<file path="src/rtl/core/assert_macros.svh">
// Assertion helpers shared by the RTL
`ifndef ASSERT_MACROS_SVH
`define ASSERT_MACROS_SVH

// Implication checked on every clock edge outside reset
`define ASSERT_IMPLIES(lbl, clk, rst_n, ante, cons) \
  lbl: assert property (@(posedge clk) disable iff (!rst_n) (ante) |-> (cons)) \
    else $error("assertion failed");

// Implication whose consequent is checked in the cycle after the antecedent
`define ASSERT_NEXT(lbl, clk, rst_n, ante, cons) \
  lbl: assert property (@(posedge clk) disable iff (!rst_n) (ante) |=> (cons)) \
    else $error("assertion failed");

`endif

</file>
<file path="src/rtl/core/drs_pkg.sv">
`default_nettype none
package drs_pkg;
  localparam int MaxPoints = 16;
  localparam int CoordBits = 16;
  localparam int IdxW = $clog2(MaxPoints);
  localparam int CntW = $clog2(MaxPoints + 1);
  localparam int DistW = 34;
  localparam int LabelW = 4;
  localparam int QDepth = 2;

  localparam logic CMD_LOAD = 1'b0;
  localparam logic CMD_QUERY = 1'b1;

  localparam logic [1:0] REG_OFFSET_X = 2'd0;
  localparam logic [1:0] REG_OFFSET_Y = 2'd1;
  localparam logic [1:0] REG_OFFSET_Z = 2'd2;

  typedef struct packed {
    logic              cmd;
    logic [LabelW-1:0] point_label;
    logic signed [CoordBits-1:0] coord_x;
    logic signed [CoordBits-1:0] coord_y;
    logic signed [CoordBits-1:0] coord_z;
  } in_item_t;

  typedef struct packed {
    logic [LabelW-1:0] ranked_label;
    logic [DistW-1:0]  distance_squared;
    logic              last;
  } out_item_t;

  // Classified work handed from front to back
  typedef struct packed {
    logic              is_query;
    logic [LabelW-1:0] label;
    logic signed [CoordBits-1:0] x;
    logic signed [CoordBits-1:0] y;
    logic signed [CoordBits-1:0] z;
  } work_t;

  typedef struct packed {
    logic push;
  } q_ctl_t;

  typedef enum logic [2:0] {
    ST_IDLE, ST_DIST, ST_ACC, ST_INSERT, ST_EMIT
  } back_state_t;

  function automatic logic signed [CoordBits-1:0] sat_add(
    input logic signed [CoordBits-1:0] a, input logic signed [CoordBits-1:0] b);
    logic signed [CoordBits:0] s;
    s = {a[CoordBits-1], a} + {b[CoordBits-1], b};
    if (s[CoordBits] != s[CoordBits-1])
      return s[CoordBits] ? {1'b1, {(CoordBits-1){1'b0}}} : {1'b0, {(CoordBits-1){1'b1}}};
    return s[CoordBits-1:0];
  endfunction
endpackage
`default_nettype wire

</file>
<file path="src/rtl/core/drs_front.sv">
`default_nettype none
module drs_front import drs_pkg::*; (
  input  wire logic clk,
  input  wire logic rst_n,
  input  wire logic in_take,
  input  wire in_item_t in_item,
  input  wire logic cfg_we,
  input  wire logic [1:0] cfg_index,
  input  wire logic [CoordBits-1:0] cfg_data,
  output q_ctl_t ctl,
  output work_t work
);
  logic signed [CoordBits-1:0] off_x_r, off_y_r, off_z_r;

  always_ff @(posedge clk) begin
    if (!rst_n) begin
      off_x_r <= '0;
      off_y_r <= '0;
      off_z_r <= '0;
    end else if (cfg_we) begin
      unique case (cfg_index)
        REG_OFFSET_X: off_x_r <= cfg_data;
        REG_OFFSET_Y: off_y_r <= cfg_data;
        REG_OFFSET_Z: off_z_r <= cfg_data;
        default: ;
      endcase
    end
  end

  // Offset and clamp the target here so the back end sees final coordinates
  always_comb begin
    ctl.push = in_take;
    work.is_query = (in_item.cmd == CMD_QUERY);
    work.label = in_item.point_label;
    if (in_item.cmd == CMD_QUERY) begin
      work.x = sat_add(in_item.coord_x, off_x_r);
      work.y = sat_add(in_item.coord_y, off_y_r);
      work.z = sat_add(in_item.coord_z, off_z_r);
    end else begin
      work.x = in_item.coord_x;
      work.y = in_item.coord_y;
      work.z = in_item.coord_z;
    end
  end
endmodule
`default_nettype wire

</file>
<file path="src/rtl/core/drs_queue.sv">
`default_nettype none
module drs_queue import drs_pkg::*; (
  input  wire logic clk,
  input  wire logic rst_n,
  input  wire logic push,
  input  wire work_t wdata,
  input  wire logic pop,
  output logic empty,
  output logic full,
  output work_t rdata
);
  localparam int PW = $clog2(QDepth);
  work_t mem_r [QDepth];
  logic [PW-1:0] wp_r, rp_r;
  logic [PW:0] cnt_r;
  logic do_push, do_pop;

  assign do_push = push && !full;
  assign do_pop = pop && !empty;

  always_ff @(posedge clk) begin
    if (do_push) mem_r[wp_r] <= wdata;
  end

  always_ff @(posedge clk) begin
    if (!rst_n) begin
      wp_r <= '0;
      rp_r <= '0;
      cnt_r <= '0;
    end else begin
      if (do_push) wp_r <= wp_r + 1'b1;
      if (do_pop) rp_r <= rp_r + 1'b1;
      case ({do_push, do_pop})
        2'b10: cnt_r <= cnt_r + 1'b1;
        2'b01: cnt_r <= cnt_r - 1'b1;
        default: ;
      endcase
    end
  end

  assign empty = (cnt_r == '0);
  assign full = (cnt_r == (PW+1)'(QDepth));
  assign rdata = mem_r[rp_r];
endmodule
`default_nettype wire

</file>
<file path="src/rtl/core/drs_back.sv">
`default_nettype none
module drs_back import drs_pkg::*; (
  input  wire logic clk,
  input  wire logic rst_n,
  input  wire logic q_empty,
  input  wire work_t q_data,
  output logic q_pop,
  output logic out_valid,
  output out_item_t out_item,
  output logic busy_back
);
  // Point table, rank list
  logic signed [CoordBits-1:0] px_r [MaxPoints];
  logic signed [CoordBits-1:0] py_r [MaxPoints];
  logic signed [CoordBits-1:0] pz_r [MaxPoints];
  logic [LabelW-1:0] pl_r [MaxPoints];
  logic [DistW-1:0] rd_r [MaxPoints];
  logic [LabelW-1:0] rl_r [MaxPoints];
  logic [CntW-1:0] count_r, count_nxt;
  logic [CntW-1:0] idx_r, idx_nxt;
  logic [CntW-1:0] n_r, n_nxt;
  back_state_t st_r, st_nxt;
  work_t cur_r, cur_nxt;
  logic [2*CoordBits-1:0] sq_r [3];
  logic [DistW-1:0] d_r, d_nxt;
  logic out_valid_nxt;
  out_item_t out_nxt;
  logic [IdxW-1:0] ip;
  logic signed [CoordBits:0] dx, dy, dz;
  logic [CoordBits-1:0] ax, ay, az;

  assign ip = idx_r[IdxW-1:0];
  always_comb begin
    dx = {px_r[ip][CoordBits-1], px_r[ip]} - {cur_r.x[CoordBits-1], cur_r.x};
    dy = {py_r[ip][CoordBits-1], py_r[ip]} - {cur_r.y[CoordBits-1], cur_r.y};
    dz = {pz_r[ip][CoordBits-1], pz_r[ip]} - {cur_r.z[CoordBits-1], cur_r.z};
    // Magnitude never exceeds the unsigned coordinate range
    ax = dx[CoordBits] ? CoordBits'(-dx) : dx[CoordBits-1:0];
    ay = dy[CoordBits] ? CoordBits'(-dy) : dy[CoordBits-1:0];
    az = dz[CoordBits] ? CoordBits'(-dz) : dz[CoordBits-1:0];
  end

  always_ff @(posedge clk) begin
    if (st_r == ST_DIST) begin
      sq_r[0] <= (2*CoordBits)'(ax) * (2*CoordBits)'(ax);
      sq_r[1] <= (2*CoordBits)'(ay) * (2*CoordBits)'(ay);
      sq_r[2] <= (2*CoordBits)'(az) * (2*CoordBits)'(az);
    end
    if (st_r == ST_IDLE && !q_empty && !q_data.is_query &&
        count_r < CntW'(MaxPoints)) begin
      px_r[count_r[IdxW-1:0]] <= q_data.x;
      py_r[count_r[IdxW-1:0]] <= q_data.y;
      pz_r[count_r[IdxW-1:0]] <= q_data.z;
      pl_r[count_r[IdxW-1:0]] <= q_data.label;
    end
    // Insertion: shift larger entries up one place, stable on ties
    if (st_r == ST_INSERT) begin
      if (n_r == '0 || d_r < rd_r[0]) begin
        rd_r[0] <= d_r;
        rl_r[0] <= pl_r[ip];
      end
      for (int m = 1; m < MaxPoints; m++) begin
        if (CntW'(m) <= n_r) begin
          if (d_r < rd_r[m-1]) begin
            rd_r[m] <= rd_r[m-1];
            rl_r[m] <= rl_r[m-1];
          end else if (CntW'(m) == n_r || d_r < rd_r[m]) begin
            rd_r[m] <= d_r;
            rl_r[m] <= pl_r[ip];
          end
        end
      end
    end
    cur_r <= cur_nxt;
    d_r <= d_nxt;
    out_item <= out_nxt;
  end

  always_ff @(posedge clk) begin
    if (!rst_n) begin
      st_r <= ST_IDLE;
      count_r <= '0;
      idx_r <= '0;
      n_r <= '0;
      out_valid <= 1'b0;
    end else begin
      st_r <= st_nxt;
      count_r <= count_nxt;
      idx_r <= idx_nxt;
      n_r <= n_nxt;
      out_valid <= out_valid_nxt;
    end
  end

  always_comb begin
    st_nxt = st_r;
    count_nxt = count_r;
    idx_nxt = idx_r;
    n_nxt = n_r;
    cur_nxt = cur_r;
    d_nxt = d_r;
    q_pop = 1'b0;
    out_valid_nxt = 1'b0;
    out_nxt = out_item;
    unique case (st_r)
      ST_IDLE: begin
        if (!q_empty) begin
          q_pop = 1'b1;
          cur_nxt = q_data;
          if (!q_data.is_query) begin
            if (count_r < CntW'(MaxPoints)) count_nxt = count_r + 1'b1;
          end else if (count_r != '0) begin
            idx_nxt = '0;
            n_nxt = '0;
            st_nxt = ST_DIST;
          end
        end
      end
      ST_DIST: st_nxt = ST_ACC;
      ST_ACC: begin
        d_nxt = DistW'(sq_r[0]) + DistW'(sq_r[1]) + DistW'(sq_r[2]);
        st_nxt = ST_INSERT;
      end
      ST_INSERT: begin
        n_nxt = n_r + 1'b1;
        idx_nxt = idx_r + 1'b1;
        if (idx_r + 1'b1 == count_r) begin
          idx_nxt = '0;
          st_nxt = ST_EMIT;
        end else begin
          st_nxt = ST_DIST;
        end
      end
      ST_EMIT: begin
        out_valid_nxt = 1'b1;
        out_nxt.ranked_label = rl_r[ip];
        out_nxt.distance_squared = rd_r[ip];
        out_nxt.last = (idx_r + 1'b1 == n_r);
        idx_nxt = idx_r + 1'b1;
        if (idx_r + 1'b1 == n_r) st_nxt = ST_IDLE;
      end
      default: st_nxt = ST_IDLE;
    endcase
  end

  assign busy_back = (st_r != ST_IDLE);
endmodule
`default_nettype wire

</file>
<file path="src/rtl/core/distance_rank_sorter_unit.sv">
// Channel | Ports                        | Handshake
// input   | start, busy, in_item         | taken when start && !busy
// result  | out_valid, out_item          | one result per cycle, no stall
// config  | cfg_we, cfg_index, cfg_data  | written when cfg_we
// A load passes through the queue and is written to the point table without leaving idle.
// A query leaves the queue, then takes three steps per stored point (squares, sum,
// insertion) and emits its results from the rank list through one output register.
// rst_n is synchronous; the point table is left unwritten by reset.
// The result side cannot stall; busy holds off start while the queue is full.
`default_nettype none
`include "assert_macros.svh"
module distance_rank_sorter_unit import drs_pkg::*; (
  input  wire logic clk,
  input  wire logic rst_n,
  input  wire logic start,
  output logic busy,
  input  wire in_item_t in_item,
  output logic out_valid,
  output out_item_t out_item,
  input  wire logic cfg_we,
  input  wire logic [1:0] cfg_index,
  input  wire logic [CoordBits-1:0] cfg_data
);
  q_ctl_t ctl;
  work_t fw, qd;
  logic q_empty, q_full, q_pop, busy_back;

  assign busy = q_full;

  drs_front u_front (
    .clk, .rst_n, .in_take(start && !busy), .in_item,
    .cfg_we, .cfg_index, .cfg_data, .ctl, .work(fw)
  );

  drs_queue u_queue (
    .clk, .rst_n, .push(ctl.push), .wdata(fw), .pop(q_pop),
    .empty(q_empty), .full(q_full), .rdata(qd)
  );

  drs_back u_back (
    .clk, .rst_n, .q_empty, .q_data(qd), .q_pop, .out_valid, .out_item, .busy_back
  );

  `ASSERT_IMPLIES(a_no_pop_empty, clk, rst_n, q_pop, !q_empty)
  `ASSERT_IMPLIES(a_out_while_busy, clk, rst_n, out_valid && !out_item.last, busy_back)
  `ASSERT_NEXT(a_last_ends, clk, rst_n, out_valid && out_item.last, !out_valid)
endmodule
`default_nettype wire
</file>
<file path="config.mk">
export PLATFORM = sky130hd
export DESIGN_NAME = distance_rank_sorter_unit
export DESIGN_NICKNAME = d
export VERILOG_FILES = /design/src/rtl/core/drs_pkg.sv /design/src/rtl/core/drs_front.sv /design/src/rtl/core/drs_queue.sv /design/src/rtl/core/drs_back.sv /design/src/rtl/core/distance_rank_sorter_unit.sv
export VERILOG_INCLUDE_DIRS = /design/src /design/src/rtl/core
export SDC_FILE = /design/constraint.sdc
export NUM_CORES = 2
export LEC_CHECK = 0
export BUFFER_PORTS_ARGS = -buffer_cell sky130_fd_sc_hd__buf_4
export CORE_MARGIN = 3
export CORE_UTILIZATION = 30
export CTS_CLUSTER_SIZE = 10
export DETAILED_ROUTE_END_ITERATION = 16
export GPL_ROUTABILITY_DRIVEN = 0
export SETUP_SLACK_MARGIN = 0.5
export SLEW_MARGIN = 20
export SYNTH_ARGS = -nofsm -noshare
export SYNTH_HDL_FRONTEND = slang
export SYNTH_HIERARCHICAL = 1
export SYNTH_SLANG_ARGS = --single-unit
export TNS_END_PERCENT = 30
</file>
<file path="constraint.sdc">
create_clock -name clk -period 28.3 [get_ports clk]
set_input_delay 5.66 -clock clk [delete_from_list [all_inputs] [get_ports clk]]
set_output_delay 5.66 -clock clk [all_outputs]
set_load 0.01 [all_outputs]
</file>
After elaboration in Yosys (flattened, before gate mapping)
Memories as Yosys holds them, arrays and structs flattened. A register that Yosys moved wholly into a read port is not among the register bits.
Cells that the tools add are included.
{"block": "word_totals", "register_bits": 154, "mem_bits_rw": 1642, "inputBits": 75, "out_inout_bits": 41, "wordCells": 402, "memories": 8}
{"name": "u_back.rd_r", "depth": 16, "word_bits": 34, "rd": 17, "rd_clocked_by_memory_dff": 1, "wr": 16, "line": "drs_back.sv:17", "source": "logic [DistW-1:0] rd_r [MaxPoints];"}
{"name": "u_back.px_r", "depth": 16, "word_bits": 16, "rd": 1, "rd_clocked_by_memory_dff": 1, "wr": 1, "line": "drs_back.sv:13", "source": "logic signed [CoordBits-1:0] px_r [MaxPoints];"}
{"name": "u_back.py_r", "depth": 16, "word_bits": 16, "rd": 1, "rd_clocked_by_memory_dff": 1, "wr": 1, "line": "drs_back.sv:14", "source": "logic signed [CoordBits-1:0] py_r [MaxPoints];"}
{"name": "u_back.pz_r", "depth": 16, "word_bits": 16, "rd": 1, "rd_clocked_by_memory_dff": 1, "wr": 1, "line": "drs_back.sv:15", "source": "logic signed [CoordBits-1:0] pz_r [MaxPoints];"}
{"name": "u_queue.mem_r", "depth": 2, "word_bits": 53, "rd": 1, "rd_clocked_by_memory_dff": 1, "wr": 1, "line": "drs_queue.sv:13", "source": "work_t mem_r [QDepth];"}
{"name": "u_back.sq_r", "depth": 3, "word_bits": 32, "rd": 3, "rd_clocked_by_memory_dff": 0, "wr": 3, "line": "drs_back.sv:24", "source": "logic [2*CoordBits-1:0] sq_r [3];"}
{"name": "2 more memories"}
{"block": "op_classes", "n_addsub": 18, "n_mul": 3, "order_cmp": 32, "n_eq_ne": 33, "n_mux": 219, "bitwise": 32, "n_reduce_logical": 41}
{"op": "$lt A34 B34 Y1", "count": 16}
{"op": "$mux W34", "count": 15}
{"op": "$mux W16", "count": 12}
{"op": "$mux W1", "count": 155}
{"op": "$mul A16 B16 Y32", "count": 3}
{"op": "$mux W4", "count": 23}
{"op": "$add A16 B16 Y17", "count": 3}
{"op": "$sub A16 B16 Y17", "count": 3}
{"op": "$mux W48", "count": 1}
{"op": "$neg A16 Y16", "count": 3}
{"op": "$eq A4 B5 Y1 const A", "count": 8}
{"op": "$le A4 B5 Y1 const A", "count": 8}
{"op": "$add A34 B32 Y34", "count": 1}
{"op": "$add A32 B32 Y33", "count": 1}
{"op": "$or A1 B1 Y1", "count": 30}
{"op": "$eq A3 B5 Y1 const A", "count": 4}
{"op": "$le A3 B5 Y1 const A", "count": 4}
{"op": "$mux W5", "count": 4}
{"op": "$logic_or A1 B1 Y1", "count": 16}
{"op": "$reduce_and A4 Y1", "count": 4}
{"op": "$add A5 B1 Y5 const B", "count": 3}
{"op": "$mux W3", "count": 5}
{"op": "$pmux W3 S5", "count": 1}
{"op": "$pmux W5 S3", "count": 1}
{"op": "29 further kinds", "count": 54}

Depth between registers and ports, before layout
An unclocked memory read counts as a cell.
{"block": "logic_depth", "depth_word": 9, "mapped_depth": 46, "depth_no_buf": 42}

Modules after synthesis
The synthesis kept the hierarchy.
{"module": "drs_back", "instances": 1, "cells_each": 8069, "area_per_inst_um2": 108704.3, "seq_area_each_um2": 50128.1}
{"module": "drs_front", "instances": 1, "cells_each": 696, "area_per_inst_um2": 5161.2, "seq_area_each_um2": 960.9}
{"module": "drs_queue", "instances": 1, "cells_each": 191, "area_per_inst_um2": 4046.4, "seq_area_each_um2": 3283.1}
{"module": "distance_rank_sorter_unit", "instances": 1, "cells_each": 1, "area_per_inst_um2": 13.8, "seq_area_each_um2": 0.0}

Worst setup path after synthesis
Ideal clock, no wire load.
{"block": "synth_timing", "kind": "register to register", "from": "register with a tool-made name", "to": "memory u_back/sq_r[0][95] in the netlist's numbering, data pin", "setup_ps": 268, "t_arrival_ps": 11633, "required_time_ps": 28032, "setup_slack_ps": 16399, "path_stages_with_launch": 40, "path_buffers": 5, "period_less_slack_ps": 11901, "path_cell_list": "dfxtp_1 -> buf_2 -> clkbuf_1 -> clkbuf_1 -> buf_1 -> mux4_2 -> mux4_2 -> ha_1 -> nor2b_1 -> o31a_1 -> o211a_1 -> a2111oi_4 -> nand4b_2 -> nor4_4 -> nor2_1 -> xnor2_1 -> inv_1 -> clkbuf_1 -> (+4 left out) -> fa_1 -> fa_1 -> fa_1 -> inv_1 -> fa_1 -> inv_1 -> ha_1 -> a21o_1 -> a21o_1 -> a211oi_1 -> o21ai_0 -> a211oi_1 -> o21bai_1 -> a2111o_1 -> a221oi_1 -> o2111ai_1 -> a21oi_1 -> xnor3_1"}
{"element": "to (decl)", "line": "drs_back.sv:24"}

==> results.json <==
{
  "final_cell_mix": "1,760 x edfxtp_1, 1,387 x inv_1, 961 x ha_1, 586 x mux2_2, 528 x fa_1",
  "wl_per_cell_um": 21.7,
  "clockRootBuffer": "clkbuf_16",
  "syn_to_final_growth_pct": 11.4,
  "synth_cells": 8957,
  "yosysUniqueCellTypes": 108,
  "async_reset_ff_share_pct": 0,
  "initial_core_util_pct": 30.2,
  "cts_buffers": 216,
  "maxCapViolCount": 0,
  "antenna_found_initial": 11,
  "cp_slowest_cell": "dfxtp_4",
  "clkSinkCount": 1836,
  "max_slew_margin_pct": 18.8,
  "clk_pin_slew_ps": 60,
  "antenna_left": 0,
  "route.detailed.drc": 0,
  "fin_util_pct": 33.7,
  "crit_top_cell": "fa_1",
  "io_pins": 116,
  "via_per_inst": 4.98,
  "clkLatencyLatePin_ps": 920,
  "finalSetupViolCount": 0,
  "finalMaxSlewViolations": 0,
  "postCtsSetupRepairBufs": 0,
  "hpwlAfterDp_um": 216000,
  "crit_arrival_ps": 14390,
  "finClkSkew_ps": 108,
  "crit_path_max_incr_delay_ps": 860,
  "ys_warn_count": 6,
  "core_mm2": 0.390,
  "postCtsHoldBufs": 0,
  "critPathRequiredTime_ps": 28910,
  "syn_avg_cell_area_um2": 13.2,
  "vias": 72000,
  "track_usage_pct": 15.5,
  "setup.worst_path.end_class": "flop",
  "firstDrtPassIters": 5,
  "grt_pass1_wl_um": 473000,
  "io_buffers": 115,
  "hold_path.class": "flop to flop",
  "die_w_um": 633,
  "hold_viol_final": 0,
  "cts-htree-levels": 4,
  "max_freq_ghz": 0.0726,
  "cp.buffers_inverters": 9,
  "cts_resized": 0,
  "nets": 10700,
  "ys_seq_area_share_pct": 46.1,
  "rows": 229,
  "regArea_mm2": 0.0544,
  "synth_edf_count": 1760,
  "grt_max_degree": 107,
  "cts.path.max_buffers": 4,
  "rsz0062_at_grt": "false",
  "n_fill_cell": 38400,
  "cts_tree": "done",
  "multi_input_area_mm2": 0.0572,
  "syn_area_mm2": 0.118,
  "fp.dieArea_mm2": 0.401,
  "drt_iter0_drc": 6547,
  "worst_slew_pin_slew_ps": 1200,
  "drive_above_1_share_pct": 18.4,
  "cpLargestDelayFamily": "adder cells",
  "crit_type": "flop to flop",
  "grt_pass1_vias": 72700,
  "worst_setup_path_start_kind": "flop",
  "wirelength_um": 314000,
  "die_h_um": 633,
  "yosys_most_used_dff": "edfxtp_1",
  "fin_hold_ws_ps": 468,
  "path_max_fanout": 38,
  "overflow": 0,
  "period_share_pct": 48.7,
  "ys_ff_latch": 1836,
  "status": "finished, final reports clean",
  "layout_commonest_cell": "edfxtp_1",
  "tns_ps": 0,
  "min_period_ps": 13780
}
==> cell type report <==
class | instances | area share, %
Clock inverter | 17 | 0.117
Clock buffer | 302 | 4.41
Tap cell | 5197 | 4.95
Multi-Input combinational cell | 5410 | 43.6
Sequential cell | 1836 | 41.4
Timing Repair Buffer | 267 | 1.55
Antenna cell | 4 | 0.00762
Inverter | 1404 | 4.01
==> cells in the mapped netlist (69+ instances only) <==
cell      instances  area (um^2)
edfxtp_1       1760        52900
nand2b_1         92          576
nor3_1           73          365
ha_1            961        12000
nand2_1         432         1620
xnor2_1         165         1450
clkbuf_1        192          721
dfxtp_1          76         1520
a21oi_1         315         1580
inv_1          1389         5210
fa_1            528        10600
mux4_2          450        10100
xor2_1           92          806
nor2b_1          72          450
a21o_1          280         2100
nand3_1          69          345
o21ai_0         176          881
nand4_1          82          513
nor2_1          390         1460
mux2_2          586         6600
==> metrics by stage <==
stage,instance area [um^2],worst slack (ps),instances
after floorplan,118000,16400,8959
after global placement,125000,14610,14100
after detailed placement,125000,14520,14100
after CTS,131000,14470,14400
after global routing,131000,13600,14400
final,131000,14520,14400
==> tightest hold or removal path, stage by stage, from the launching register on <==
cell and delay, ps:
dfxtp_1 310, nand2_1 50, a21boi_0 60
==> routing by layer <==
layer | up-vias | part of all wire (%) | GRT usage, %
met5 | - | 0.0041 | 0
met4 | 2 | 2.4 | 3.64
li1 | 32600 | - | -
met1 | 36700 | 45 | 22.0
met2 | 2284 | 46 | 24.7
met3 | 396 | 6.6 | 2.32
==> cell families after synthesis <==
group,count (synthesis),synth area share [%]
AOI/OAI and AO/OA,1206,6.87
adders and majority gates,1489,19.2
muxes,1085,14.8
DFF,1836,46.1
other,1,0.00318
buffers and inverters,1713,5.63
xor gates and xnor gates,261,1.97
and+or+nand+nor,1366,5.48
==> registers in the layout, summed over array words and instances (netlist names), named ones only <==
register and flops:
u_back/rd_r 544, u_back/px_r 256, u_back/py_r 256, u_back/pz_r 256, u_queue/mem_r 106, u_back/sq_r 93, u_back/pl_r 64, u_back/rl_r 64
u_back/cur_r 48, u_back/out_item 39, u_back/d_r 34, u_front/off_x_r 16, u_front/off_y_r 16, u_front/off_z_r 16, u_back/count_r 5, u_back/idx_r 5
u_back/n_r 5, u_back/st_r 3, u_queue/cnt_r 2, u_back/out_valid 1, u_queue/rp_r 1, u_queue/wp_r 1
==> worst paths after layout <==
path	startpoint	end	slack, ps	cells past startpoint
setup / recovery	flop	u_back/sq_r[0][63]	14520	38
hold / removal	u_front/off_z_r[14]	u_front/off_z_r[14]	470	2
setup reg to reg	flop	u_back/sq_r[0][63]	14520	38
hold reg to reg	u_front/off_z_r[14]	u_front/off_z_r[14]	470	2
Power is not shown: default switching activity piles up to over one toggle a cycle in this logic, so the estimate is an artifact.
